===== src/rtl/core/hard_sphere_insertion_check_macros.svh =====
// assertion helpers for the top-level core file
`ifndef HARD_SPHERE_INSERTION_CHECK_MACROS_SVH
`define HARD_SPHERE_INSERTION_CHECK_MACROS_SVH

// check on every rising clock edge outside reset
`define HSIC_ASSERT(lbl, prop, msg) \
    lbl: assert property (@(posedge i_clk) disable iff (!i_rst_n) prop) else $error(msg);

// check that also looks at the reset itself
`define HSIC_ASSERT_RST(lbl, prop, msg) \
    lbl: assert property (@(posedge i_clk) prop) else $error(msg);

`endif


===== src/rtl/core/hsic_pkg.sv =====
package hsic_pkg;

    // defaults for the top level parameters
    localparam int MAX_SPHERES_DEF = 128;
    localparam int COORD_W_DEF     = 16;

    // configuration port
    localparam int CFG_W     = 16;
    localparam int CFG_IDX_W = 1;
    localparam logic [CFG_IDX_W-1:0] REG_RADIUS = 1'd0;
    localparam logic [CFG_IDX_W-1:0] REG_BOX    = 1'd1;
    localparam logic [CFG_W-1:0] RADIUS_RST = 16'd256;
    localparam logic [CFG_W-1:0] BOX_RST    = 16'd2560;

    // result word
    localparam int VERDICT_W   = 3;
    localparam int COUNT_W     = 8;
    localparam int OUT_TDATA_W = 16;
    localparam logic [VERDICT_W-1:0] V_ACCEPT  = 3'd0;
    localparam logic [VERDICT_W-1:0] V_OUTSIDE = 3'd1;
    localparam logic [VERDICT_W-1:0] V_OVERLAP = 3'd2;
    localparam logic [VERDICT_W-1:0] V_FULL    = 3'd3;
    localparam logic [VERDICT_W-1:0] V_CLEARED = 3'd4;

    // per-cell control from the sequencer
    typedef struct packed {
        logic shift;
        logic load;
    } t_cell_ctl;

endpackage


===== src/rtl/core/hsic_cell.sv =====
module hsic_cell #(
    parameter int COORD_WIDTH = hsic_pkg::COORD_W_DEF
) (
    input  logic                       i_clk,
    input  hsic_pkg::t_cell_ctl        i_ctl,
    input  logic [3*COORD_WIDTH-1:0]   i_next,
    input  logic [3*COORD_WIDTH-1:0]   i_cand,
    output logic [3*COORD_WIDTH-1:0]   o_data
);
    import hsic_pkg::*;

    logic [3*COORD_WIDTH-1:0] r_centre;

    // one stored centre: take a new candidate or pass along the ring
    always_ff @(posedge i_clk) begin
        if (i_ctl.load) begin
            r_centre <= i_cand;
        end else if (i_ctl.shift) begin
            r_centre <= i_next;
        end
    end

    assign o_data = r_centre;

endmodule


===== config.mk =====
export PLATFORM = sky130hd
export DESIGN_NAME = hsic_cell
export DESIGN_NICKNAME = d
export VERILOG_FILES = /design/src/rtl/core/hard_sphere_insertion_check_macros.svh /design/src/rtl/core/hsic_pkg.sv /design/src/rtl/core/hsic_cell.sv
export SDC_FILE = /design/constraint.sdc
export NUM_CORES = 1
export LEC_CHECK = 0
export BUFFER_PORTS_ARGS = -buffer_cell sky130_fd_sc_hd__buf_4
export CORE_ASPECT_RATIO = 1.4
export CORE_MARGIN = 8
export CORE_UTILIZATION = 41
export DETAILED_ROUTE_END_ITERATION = 7
export GPL_ROUTABILITY_DRIVEN = 0
export GPL_TIMING_DRIVEN = 0
export MAX_ROUTING_LAYER = met4
export PLACE_DENSITY = 0.8
export SYNTH_ARGS = -nofsm -noshare
export SYNTH_HDL_FRONTEND = slang
export SYNTH_SLANG_ARGS = --single-unit

===== constraint.sdc =====
create_clock -name i_clk -period 2.25 [get_ports i_clk]
set_input_delay 0.1125 -clock i_clk [delete_from_list [all_inputs] [get_ports i_clk]]
set_output_delay 0.1125 -clock i_clk [all_outputs]
set_load 0.05 [all_outputs]

# Yosys cells after proc, flatten, opt, wreduce, memory -nomap -nowiden
# Cells that the tools add are included.
[totals]
word_cells = 4
register_bits = 48
out_inout_bits = 48
input_bits = 99
[op_classes]
reduce_logical = 1
muxes = 2
[op_table]
columns = ["cell", "n"]
rows = [
  ["2-to-1 mux 48 bit", 2],
  ["nonzero test 2 bit", 1],
]

# Logic depth before layout (Yosys ltp)
[depth]
word_depth = 2
depth_mapped = 3
mapped_depth_nobuf = 1

# Worst setup path after synthesis
# Ideal clock, no wire load.
[synth_path]
kind = "input port to flip-flop"
from = "input port i_ctl[0] in the netlist's numbering"
to = "register r_centre[0] (netlist: o_data[0]) (enable)"
path_buffers = 2
setup_ps = 408
t_arrival_ps = 1506
slack_ps = 336
cell_stages = 3
required_ps = 1842
cell_sequence = "buf_6 buf_6 or2_1"
[synth_via]
elab_chain_len = 1
[synth_lines]
columns = ["element", "line", "source"]
rows = [
  ["start: declaration", "hsic_cell.sv:5", "input hsic_pkg::t_cell_ctl i_ctl,"],
  ["nonzero test 2 bit (no source line)", "n/a", ""],
  ["end signal: assignment", "hsic_cell.sv:17", "r_centre <= i_cand;"],
  ["end signal: assignment", "hsic_cell.sv:19", "r_centre <= i_next;"],
  ["end: declaration", "hsic_cell.sv:12", "logic [3*COORD_WIDTH-1:0] r_centre;"],
]
# Every way passes these cells.
# A chain may end at the register's enable or synchronous reset.

# Final worst setup path
[layout_path]
from = "input port i_ctl[0] in the netlist's numbering"
to = "register r_centre[1] (netlist: o_data[1]) (enable)"
# Same word-level chain as after synthesis.

==> results.cfg <==
[finish]
antenna_cells = 0
final_cells = 320
layout_commonest_cell = buf_4
postLayoutCoreUtil_pct = 69.5
mostFrequentLayoutCells = buf_4, edfxtp_1, mux2_2
area_delta_synth_final_pct = 62.9
largest_reg_flops = 48
nFillCells = 366
drive_gt1_share_pct = 81.3
nNetsFinal = 354

[drt]
drt-wirelength-per-cell_um = 18.0
drtAntennaViolNets = 0
vias = 1480
first_pass_iters = 4
drt_iter0_drc = 62
drcViolationCount = 0
wirelength_um = 5740
viasPerCell = 4.63

[clock_tree]
ctsResizeCount = 0
path_clk_slew_ns = 0.09
clockBufferDepth = 2
htreeDepth = 2
cts_root_buffer = clkbuf_8
numClockSinks = 48
cts_setup_buffers = 0
postCtsHoldBufs = 0
cts_buffers = 5
tritoncts = done

[global_routing]
antenna_found_initial = 0
gr-total-overflow = 0
grt_max_degree = 39
grt_pass1_vias = 1694
grt_pass1_wl_um = 8800
grtUsageTotal_pct = 15.2

[job]
drv_cap = 0

[yosys]
yosysWarnings = 0
synth_area_per_cell_um2 = 20.3
postSynthCellCount = 102
netlist_area_mm2 = 0.00207
ys_seq_area_share_pct = 69.7
ys_types = 6
synth_nets = 201
synth-seq-cells = 48

[worst_setup_path]
path_class = in2reg
path_cells = buf_6, buf_6, or2_2, buf_12
cpMostUsedCell = buf_6
cp.arrival_ns = 1.09
critPathLaunchType = input pin
slowest_stage = or2_2
cp.required_ns = 2.30
max_stage_delay_ns = 0.44
cp-end-kind = register
cp_max_fo = 38

[power_and_ir_drop]
total_power_w = 0.00250
p_leak_nw = 1.51
power_density_mw_per_mm2 = 744
vdd_drop_max_v = 0.000453

[floorplanning]
rows = 30
ios = 147
coreArea_mm2 = 0.00484
initial_core_util_pct = 42.7
die_w_um = 76.0
die_y_um = 100
die_area_mm2 = 0.00760

[timing]
worstMarginPinSlew_ns = 0.293
setup_violations = 0
timing.fmax_ghz = 0.957
final.period_utilization_pct = 46.4
finalSetupTns_ns = 0
fin_crit_ns = 1.04
max_slew_margin_pct = 80.5
finalHoldViolations = 0
slew_viol_final = 0
layout_setup_ws_ns = 1.21
rsz0062_at_grt = false

[run_status]
status = complete, no violations

[worst_hold_path]
hp-class = in2reg

[place]
dp_hpwl_um = 4640
portBuffers = 145
pre_cts_ws_ns = 0.882
dp.cells = 312
## routing by layer
layer | up-vias | wire, um | track usage, %
met5 | - | 0 | -
met3 | 11 | 544 | 6.08
met1 | 672 | 2080 | 15.1
met4 | 0 | 107 | 5.30
met2 | 93 | 3010 | 26.4
li1 | 704 | - | -
## logic make-up after synthesis
group | synth area share [%]
and+or+nand+nor | 0.303
muxes | 27.8
buffers and inverters | 2.18
DFF | 69.7
## critical path, delay by kind of cell
| family | cells | cell delay [ns] |
|---|---|---|
| buf+inv | 3 | 0.53 |
| simple gates | 1 | 0.44 |
## final cells by class
type	count	area, um^2	share of cell area [%]
timing repair buffer	146	1110	32.9
sequential	48	1440	42.8
tap	64	80.1	2.38
clock inverter	3	42.5	1.26
buffer	5	45.0	1.34
clock buffer	5	68.8	2.04
multi-input combinational	49	581	17.2
## where the power goes
part	internal [W]	switching, W
logic	0.000302	0.000462
registers	0.00110	0.0000254
clock network	0.000329	0.000289
total	0.00173	0.000776
## synthesized netlist by cell type
library cell	count	area [um^2]
or2_1	1	6.26
mux2_4	9	135
buf_4	3	22.5
edfxtp_1	48	1440
buf_6	2	22.5
mux2_2	39	439
## through the flow
stage / hold slack, ns / area [um^2]
detailed placement: 0.416 / 3260
global placement: 0.412 / 3240
finish: 0.108 / 3370
CTS: 0.0980 / 3370
global route: 0.0933 / 3370
floorplan: 0.330 / 2070
## path summary, 6_finish.rpt
kind | start | to | cells past startpoint | slack (ns)
max | i_ctl[0] | o_data[1] | 4 | 1.21
min | i_next[12] | o_data[12] | 2 | 0.11
(Power assumes the default switching activity.)
