==> config.mk <==
export PLATFORM = sky130hd
export DESIGN_NAME = hsic_dist
export DESIGN_NICKNAME = d
export VERILOG_FILES = /design/src/rtl/core/hard_sphere_insertion_check_macros.svh /design/src/rtl/core/hsic_pkg.sv /design/src/rtl/core/hsic_dist.sv
export SDC_FILE = /design/constraint.sdc
export NUM_CORES = 2
export LEC_CHECK = 0
export BUFFER_PORTS_ARGS = -buffer_cell sky130_fd_sc_hd__buf_2
export CAP_MARGIN = 25
export CELL_PAD_IN_SITES_DETAIL_PLACEMENT = 2
export CELL_PAD_IN_SITES_GLOBAL_PLACEMENT = 2
export CORE_MARGIN = 5
export CORE_UTILIZATION = 41
export DETAILED_ROUTE_END_ITERATION = 8
export PLACE_DENSITY = 0.87
export SLEW_MARGIN = 20
export SYNTH_ARGS = -nofsm -noshare
export SYNTH_HDL_FRONTEND = slang
export SYNTH_SLANG_ARGS = --single-unit
==> constraint.sdc <==
create_clock -name i_clk -period 8 [get_ports i_clk]
set_input_delay 0 -clock i_clk [delete_from_list [all_inputs] [get_ports i_clk]]
set_output_delay 0 -clock i_clk [all_outputs]
set_load 0.05 [all_outputs]
==> src/rtl/core/hard_sphere_insertion_check_macros.svh <==
// assertion helpers for the top-level core file
`ifndef HARD_SPHERE_INSERTION_CHECK_MACROS_SVH
`define HARD_SPHERE_INSERTION_CHECK_MACROS_SVH

// check on every rising clock edge outside reset
`define HSIC_ASSERT(lbl, prop, msg) \
    lbl: assert property (@(posedge i_clk) disable iff (!i_rst_n) prop) else $error(msg);

// check that also looks at the reset itself
`define HSIC_ASSERT_RST(lbl, prop, msg) \
    lbl: assert property (@(posedge i_clk) prop) else $error(msg);

`endif

==> src/rtl/core/hsic_pkg.sv <==
package hsic_pkg;

    // defaults for the top level parameters
    localparam int MAX_SPHERES_DEF = 128;
    localparam int COORD_W_DEF     = 16;

    // configuration port
    localparam int CFG_W     = 16;
    localparam int CFG_IDX_W = 1;
    localparam logic [CFG_IDX_W-1:0] REG_RADIUS = 1'd0;
    localparam logic [CFG_IDX_W-1:0] REG_BOX    = 1'd1;
    localparam logic [CFG_W-1:0] RADIUS_RST = 16'd256;
    localparam logic [CFG_W-1:0] BOX_RST    = 16'd2560;

    // result word
    localparam int VERDICT_W   = 3;
    localparam int COUNT_W     = 8;
    localparam int OUT_TDATA_W = 16;
    localparam logic [VERDICT_W-1:0] V_ACCEPT  = 3'd0;
    localparam logic [VERDICT_W-1:0] V_OUTSIDE = 3'd1;
    localparam logic [VERDICT_W-1:0] V_OVERLAP = 3'd2;
    localparam logic [VERDICT_W-1:0] V_FULL    = 3'd3;
    localparam logic [VERDICT_W-1:0] V_CLEARED = 3'd4;

    // per-cell control from the sequencer
    typedef struct packed {
        logic shift;
        logic load;
    } t_cell_ctl;

endpackage

==> src/rtl/core/hsic_dist.sv <==
module hsic_dist #(
    parameter int COORD_WIDTH = hsic_pkg::COORD_W_DEF
) (
    input  logic                       i_clk,
    input  logic                       i_rst_n,
    input  logic                       i_valid,
    input  logic [3*COORD_WIDTH-1:0]   i_cand,
    input  logic [3*COORD_WIDTH-1:0]   i_centre,
    input  logic [2*COORD_WIDTH+1:0]   i_thr,
    output logic                       o_valid,
    output logic                       o_close
);
    import hsic_pkg::*;

    localparam int SQ_W  = 2 * COORD_WIDTH;
    localparam int SUM_W = SQ_W + 2;

    logic [COORD_WIDTH-1:0] diff [3];
    logic [COORD_WIDTH-1:0] r_diff [3];
    logic [SQ_W-1:0]        r_sq [3];
    logic [SUM_W-1:0]       sum;
    logic                   r_v1;
    logic                   r_v2;
    logic                   r_v3;
    logic                   r_close;

    // absolute difference per axis
    always_comb begin
        for (int a = 0; a < 3; a++) begin
            if (i_cand[a*COORD_WIDTH +: COORD_WIDTH] >= i_centre[a*COORD_WIDTH +: COORD_WIDTH]) begin
                diff[a] = i_cand[a*COORD_WIDTH +: COORD_WIDTH]
                        - i_centre[a*COORD_WIDTH +: COORD_WIDTH];
            end else begin
                diff[a] = i_centre[a*COORD_WIDTH +: COORD_WIDTH]
                        - i_cand[a*COORD_WIDTH +: COORD_WIDTH];
            end
        end
    end

    // sum of squares, exact width
    assign sum = {2'b00, r_sq[0]} + {2'b00, r_sq[1]} + {2'b00, r_sq[2]};

    // three stages: difference, square, sum and compare
    always_ff @(posedge i_clk) begin
        for (int a = 0; a < 3; a++) begin
            r_diff[a] <= diff[a];
            r_sq[a]   <= r_diff[a] * r_diff[a];
        end
        r_close <= (sum < i_thr);
    end

    always_ff @(posedge i_clk) begin
        if (!i_rst_n) begin
            r_v1 <= 1'b0;
            r_v2 <= 1'b0;
            r_v3 <= 1'b0;
        end else begin
            r_v1 <= i_valid;
            r_v2 <= r_v1;
            r_v3 <= r_v2;
        end
    end

    assign o_valid = r_v3;
    assign o_close = r_close;

endmodule

==> Yosys cells after proc, flatten, opt, wreduce, memory -nomap -nowiden <==
Memory sizes are Yosys's and may differ from the RTL's.
Cells that the tools add are included.
{ "totals": {"register_bits": 4, "memories": 2, "out_inout_bits": 2, "inputBits": 133, "ramBits": 144, "elab_cells": 24} }
{ "classes": {"mul": 3, "magnitude_cmp": 4, "add_sub_neg": 8, "mux": 3} }
{ "mem_list": {"columns": ["memory", "depth", "width", "read_ports", "rd_clocked_by_memory_dff", "write_ports", "line", "rtl"], "rows": [
  ["r_sq", 3, 32, 3, 0, 3, "hsic_dist.sv:20", "logic [SQ_W-1:0] r_sq [3];"],
  ["r_diff", 3, 16, 3, 0, 3, "hsic_dist.sv:19", "logic [COORD_WIDTH-1:0] r_diff [3];"]
]} }
{ "op_table": {"columns": ["op", "n"], "rows": [
  ["16-bit by 16-bit multiplier with 32-bit output", 3],
  ["16-bit subtractor", 6],
  ["16-bit greater-or-equal comparator", 3],
  ["16-bit two-way mux", 3],
  ["33-bit by 32-bit adder with 34-bit output", 1],
  ["34-bit less-than comparator", 1],
  ["32-bit by 32-bit adder with 33-bit output", 1]
]} }

==> Logic depth before layout (Yosys ltp) <==
{ "depth": {"ltp_word": 3, "mapped_depth": 26, "mapped_depth_nobuf": 24} }

==> Worst setup path after synthesis <==
No wires, ideal clock.
{ "synth_path": {"path_type": "register -> register", "from": "memory r_diff[0][1] (netlist name)", "to": "memory r_sq[0][31] (netlist name)", "path_stages_with_launch": 26, "n_path_buf": 2, "arrival_ps": 5910, "t_required_ps": 7880, "synth_period_minus_slack_ps": 6031, "setup_time_ps": 120, "setup_slack_ps": 1969, "path_cell_list": "dfxtp_1 clkbuf_1 clkbuf_1 and2_1 fa_1 inv_1 fa_1 inv_1 fa_1 inv_1 fa_1 inv_1 fa_1 inv_1 fa_1 inv_1 ha_1 nand4_1 nor4_1 o311a_1 a21boi_1 a31oi_2 a311oi_2 o21ai_1 a21oi_1 xnor2_1"} }
{ "synth_lines": {"columns": ["element", "line"], "rows": [
  ["from (decl)", "hsic_dist.sv:19"],
  ["to (decl)", "hsic_dist.sv:20"]
]} }

==> summary.md <==
| Metric | Value |
|---|---|
| Most common cell on crit path | `fa_1` |
| Vias in the first global route | `33400` |
| # IOs | `135` |
| Number of max-cap violations | `0` |
| Die Height | `288 um` |
| Synth async-reset ratio | `0` |
| Most used DFF post-synth | `dfxtp_1` |
| H-Tree Depth | `4` |
| GRT overflow | `0` |
| # Post-CTS Setup Buffers | `0` |
| Initial antenna violation count | `0` |
| Largest net degree at the start of global routing | `27` |
| Final wirelength | `138000 um` |
| F_max | `0.128 GHz` |
| Final period utilization | `0.979` |
| Diodes inserted | `0` |
| Initial core utilization | `0.412` |
| Yosys reg bits | `145` |
| Num CTS Buffers | `17` |
| Non-filler cells, final | `4757` |
| CP max-delay cell | `dfxtp_1` |
| Nets@finish | `4818` |
| Worst-margin pin slew | `0.957 ns` |
| Tmin final | `7.83 ns` |
| Synth area leaders | `fa_1 33%, ha_1 18%, inv_1 11%` |
| Total GRT Usage | `0.332` |
| Crit Path Class | `reg2reg` |
| Design Area, Final | `34400 um^2` |
| CTS Buffer Depth | `2` |
| Port Buf Inserts | `134` |
| Hold Crit Depth | `6` |
| RSZ-0062 raised after global routing | `false` |
| Register area share after synthesis | `0.0915` |
| Wire per inst | `29.0 um` |
| CP required | `8.37 ns` |
| Clk_lat worst skew | `0.52 ns` |
| Via count | `27400` |
| Starting DRT DRC Count | `1677` |
| Root Driver | `clkbuf_16` |
| Slew margin rel. | `0.361` |
| Post-route ant nets | `0` |
| CTS tree | `built` |
| Final Max Tran Viols | `0` |
| DRC viols | `0` |
| Final HPWL DP | `94900 um` |
| Share of layout cells above drive strength 1 | `0.0611` |
| CP Cell Sequence | `nand2_1, fa_1, fa_1, inv_1, fa_1, inv_1, fa_1, fa_1, fa_1, inv_1, ha_1, nand4_1, nor2_1, a22oi_1, o211ai_1, a2111oi_2, nor3b_1, nand4_1, a21oi_1, a31oi_1` |
| Synth warn | `0` |
| First-pass GRT wire length | `209000 um` |
| Reg2Reg Depth | `20` |
| Post-synth top area share | `0.331` |
| Hold Vio Cnt, Final | `0` |
| Max Clock Skew | `0.0221 ns` |
| GPL Wtd Cong | `0.836` |
| Yosys cell types | `83` |
| Die width | `288 um` |
| Area growth syn-to-layout | `8.41%` |
| Tightest Hold Check Type | `in2reg` |
| Crit path DAT | `8.20 ns` |
| Core Rows | `102` |
| Synth area leader | `fa_1` |
| 1st-pass router iterations | `5` |
| CTS Sinks | `145` |
| Post-DP Area | `33400 um^2` |
| Crit start category | `flop` |
| Worst-path clk slew | `0.08 ns` |
| Setup violators final | `0` |
| Fin Setup TNS | `0 ns` |
| Maximum fanout along the worst path | `17` |
| Die area | `83000 um^2` |
| Status | `complete, no violations` |
| Post-synthesis instance total | `3589` |
| Inst Count DP | `4684` |
| Post-synthesis instance area | `31700 um^2` |
| Post-synth EDFFs | `0` |
| CP Capture Type | `flop` |
| Syn Area/Cell | `8.84 um^2` |
| Via density | `5.76` |
| Core area | `77100 um^2` |
| Largest stage delay on the critical path | `0.92 ns` |
-- critical path: cells and delay by family (launching register included) --
family / cells / cell delay [ns]
adder cells (fa/ha/maj): 7 / 3.65
AND/OR/NAND/NOR: 5 / 1.67
buffers and inverters: 3 / 0.25
AO/OA/AOI/OAI: 5 / 1.18
flip-flops: 1 / 0.92
-- flip-flops by register name (all words and copies together) (netlist names) --
signal / flops
r_sq: 93
r_diff: 48
o_close: 1
o_valid: 1
r_v1: 1
r_v2: 1
-- cell usage after synthesis, types with 4 or more instances --
cell	instances
nor2b_1	31
o211ai_1	8
ha_1	456
a211oi_1	20
o31ai_1	5
mux2_2	4
a21o_1	103
and2_1	122
fa_1	525
o31a_1	7
o21ai_0	71
nor3_1	19
a21oi_1	166
o21bai_1	15
nor2_1	134
xnor2_1	115
nand4_1	22
nand3_1	40
nand2_1	302
mux2i_1	20
or3_1	6
a311oi_1	5
or2_2	9
clkbuf_1	78
nand2b_1	21
and4_1	4
and3_1	18
dfxtp_1	145
inv_1	899
a31oi_1	18
o21a_1	24
o21ai_1	13
o41ai_1	5
xor2_1	58
a31o_2	12
o2111ai_1	5
buf_2	7
a211o_1	6
-- through the flow --
step	hold slack (ns)	setup slack (ns)	utilization
final	0.0203	0.169	0.446
after global routing	0.0577	0.111	0.446
after CTS	0.000184	0.527	0.446
after detailed placement	0.222	0.824	0.433
after global placement	0.221	1.30	0.433
after floorplan	0.122	1.97	-
-- layout make-up --
cell class	count	area, um^2
Sequential cell	145	2900
Clock inverter	14	145
Multi-Input combinational cell	2454	25100
Clock buffer	18	429
Fill cell	8424	42700
Tap cell	1040	1300
Inverter	899	3370
Timing Repair Buffer	187	1170
-- what timing repair did --
item,in CTS,in global routing
gates resized for setup,0,0
hold buffers,41,0
hold endpoints to repair,31,0
-- metal layers --
metal / wire length [um] / vias up / global-route usage
li1: - / 11400 / -
met5: 0 / - / 0
met3: 7160 / 650 / 0.0530
met4: 11100 / 0 / 0.219
met1: 48200 / 14100 / 0.350
met2: 71500 / 1311 / 0.611
-- cells by family after synthesis --
family	Yosys count	synth area share
muxes	24	0.00773
other	2	0.000237
adders and majority gates	981	0.511
and+or+nand+nor	736	0.109
AOI/OAI and AO/OA	537	0.114
DFF	145	0.0915
xor gates and xnor gates	173	0.0478
buffers and inverters	991	0.118
-- cell usage in the layout, fill, tap and decap left out, drive strengths merged, types with 23 or more instances in the layout --
master,Yosys,layout
nand2,302,302
a211oi,23,23
and2,122,122
xnor2,115,115
a21oi,167,167
nor2,134,134
dfxtp,145,145
o21a,24,24
inv,899,907
fa,525,525
xor2,58,58
buf,13,146
o21ai,84,84
a21o,105,105
nor2b,31,31
dlygate4sd3,0,41
nand3,40,40
ha,456,456
-- path summary, 6_finish.rpt --
check	slack, ns	from	endpoint
max	0.17	r_diff[0][28]$_DFF_P_	r_sq[0][63]$_DFF_P_
min	0.02	i_thr[33]	o_close$_DFF_P_
max reg2reg	0.17	r_diff[0][28]$_DFF_P_	r_sq[0][63]$_DFF_P_
min reg2reg	0.44	r_v2$_SDFF_PN0_	o_valid$_SDFF_PN0_
Power is left out: the tool's default activity adds up to more than one toggle a clock period on the data nets, which glitch-free logic cannot reach.
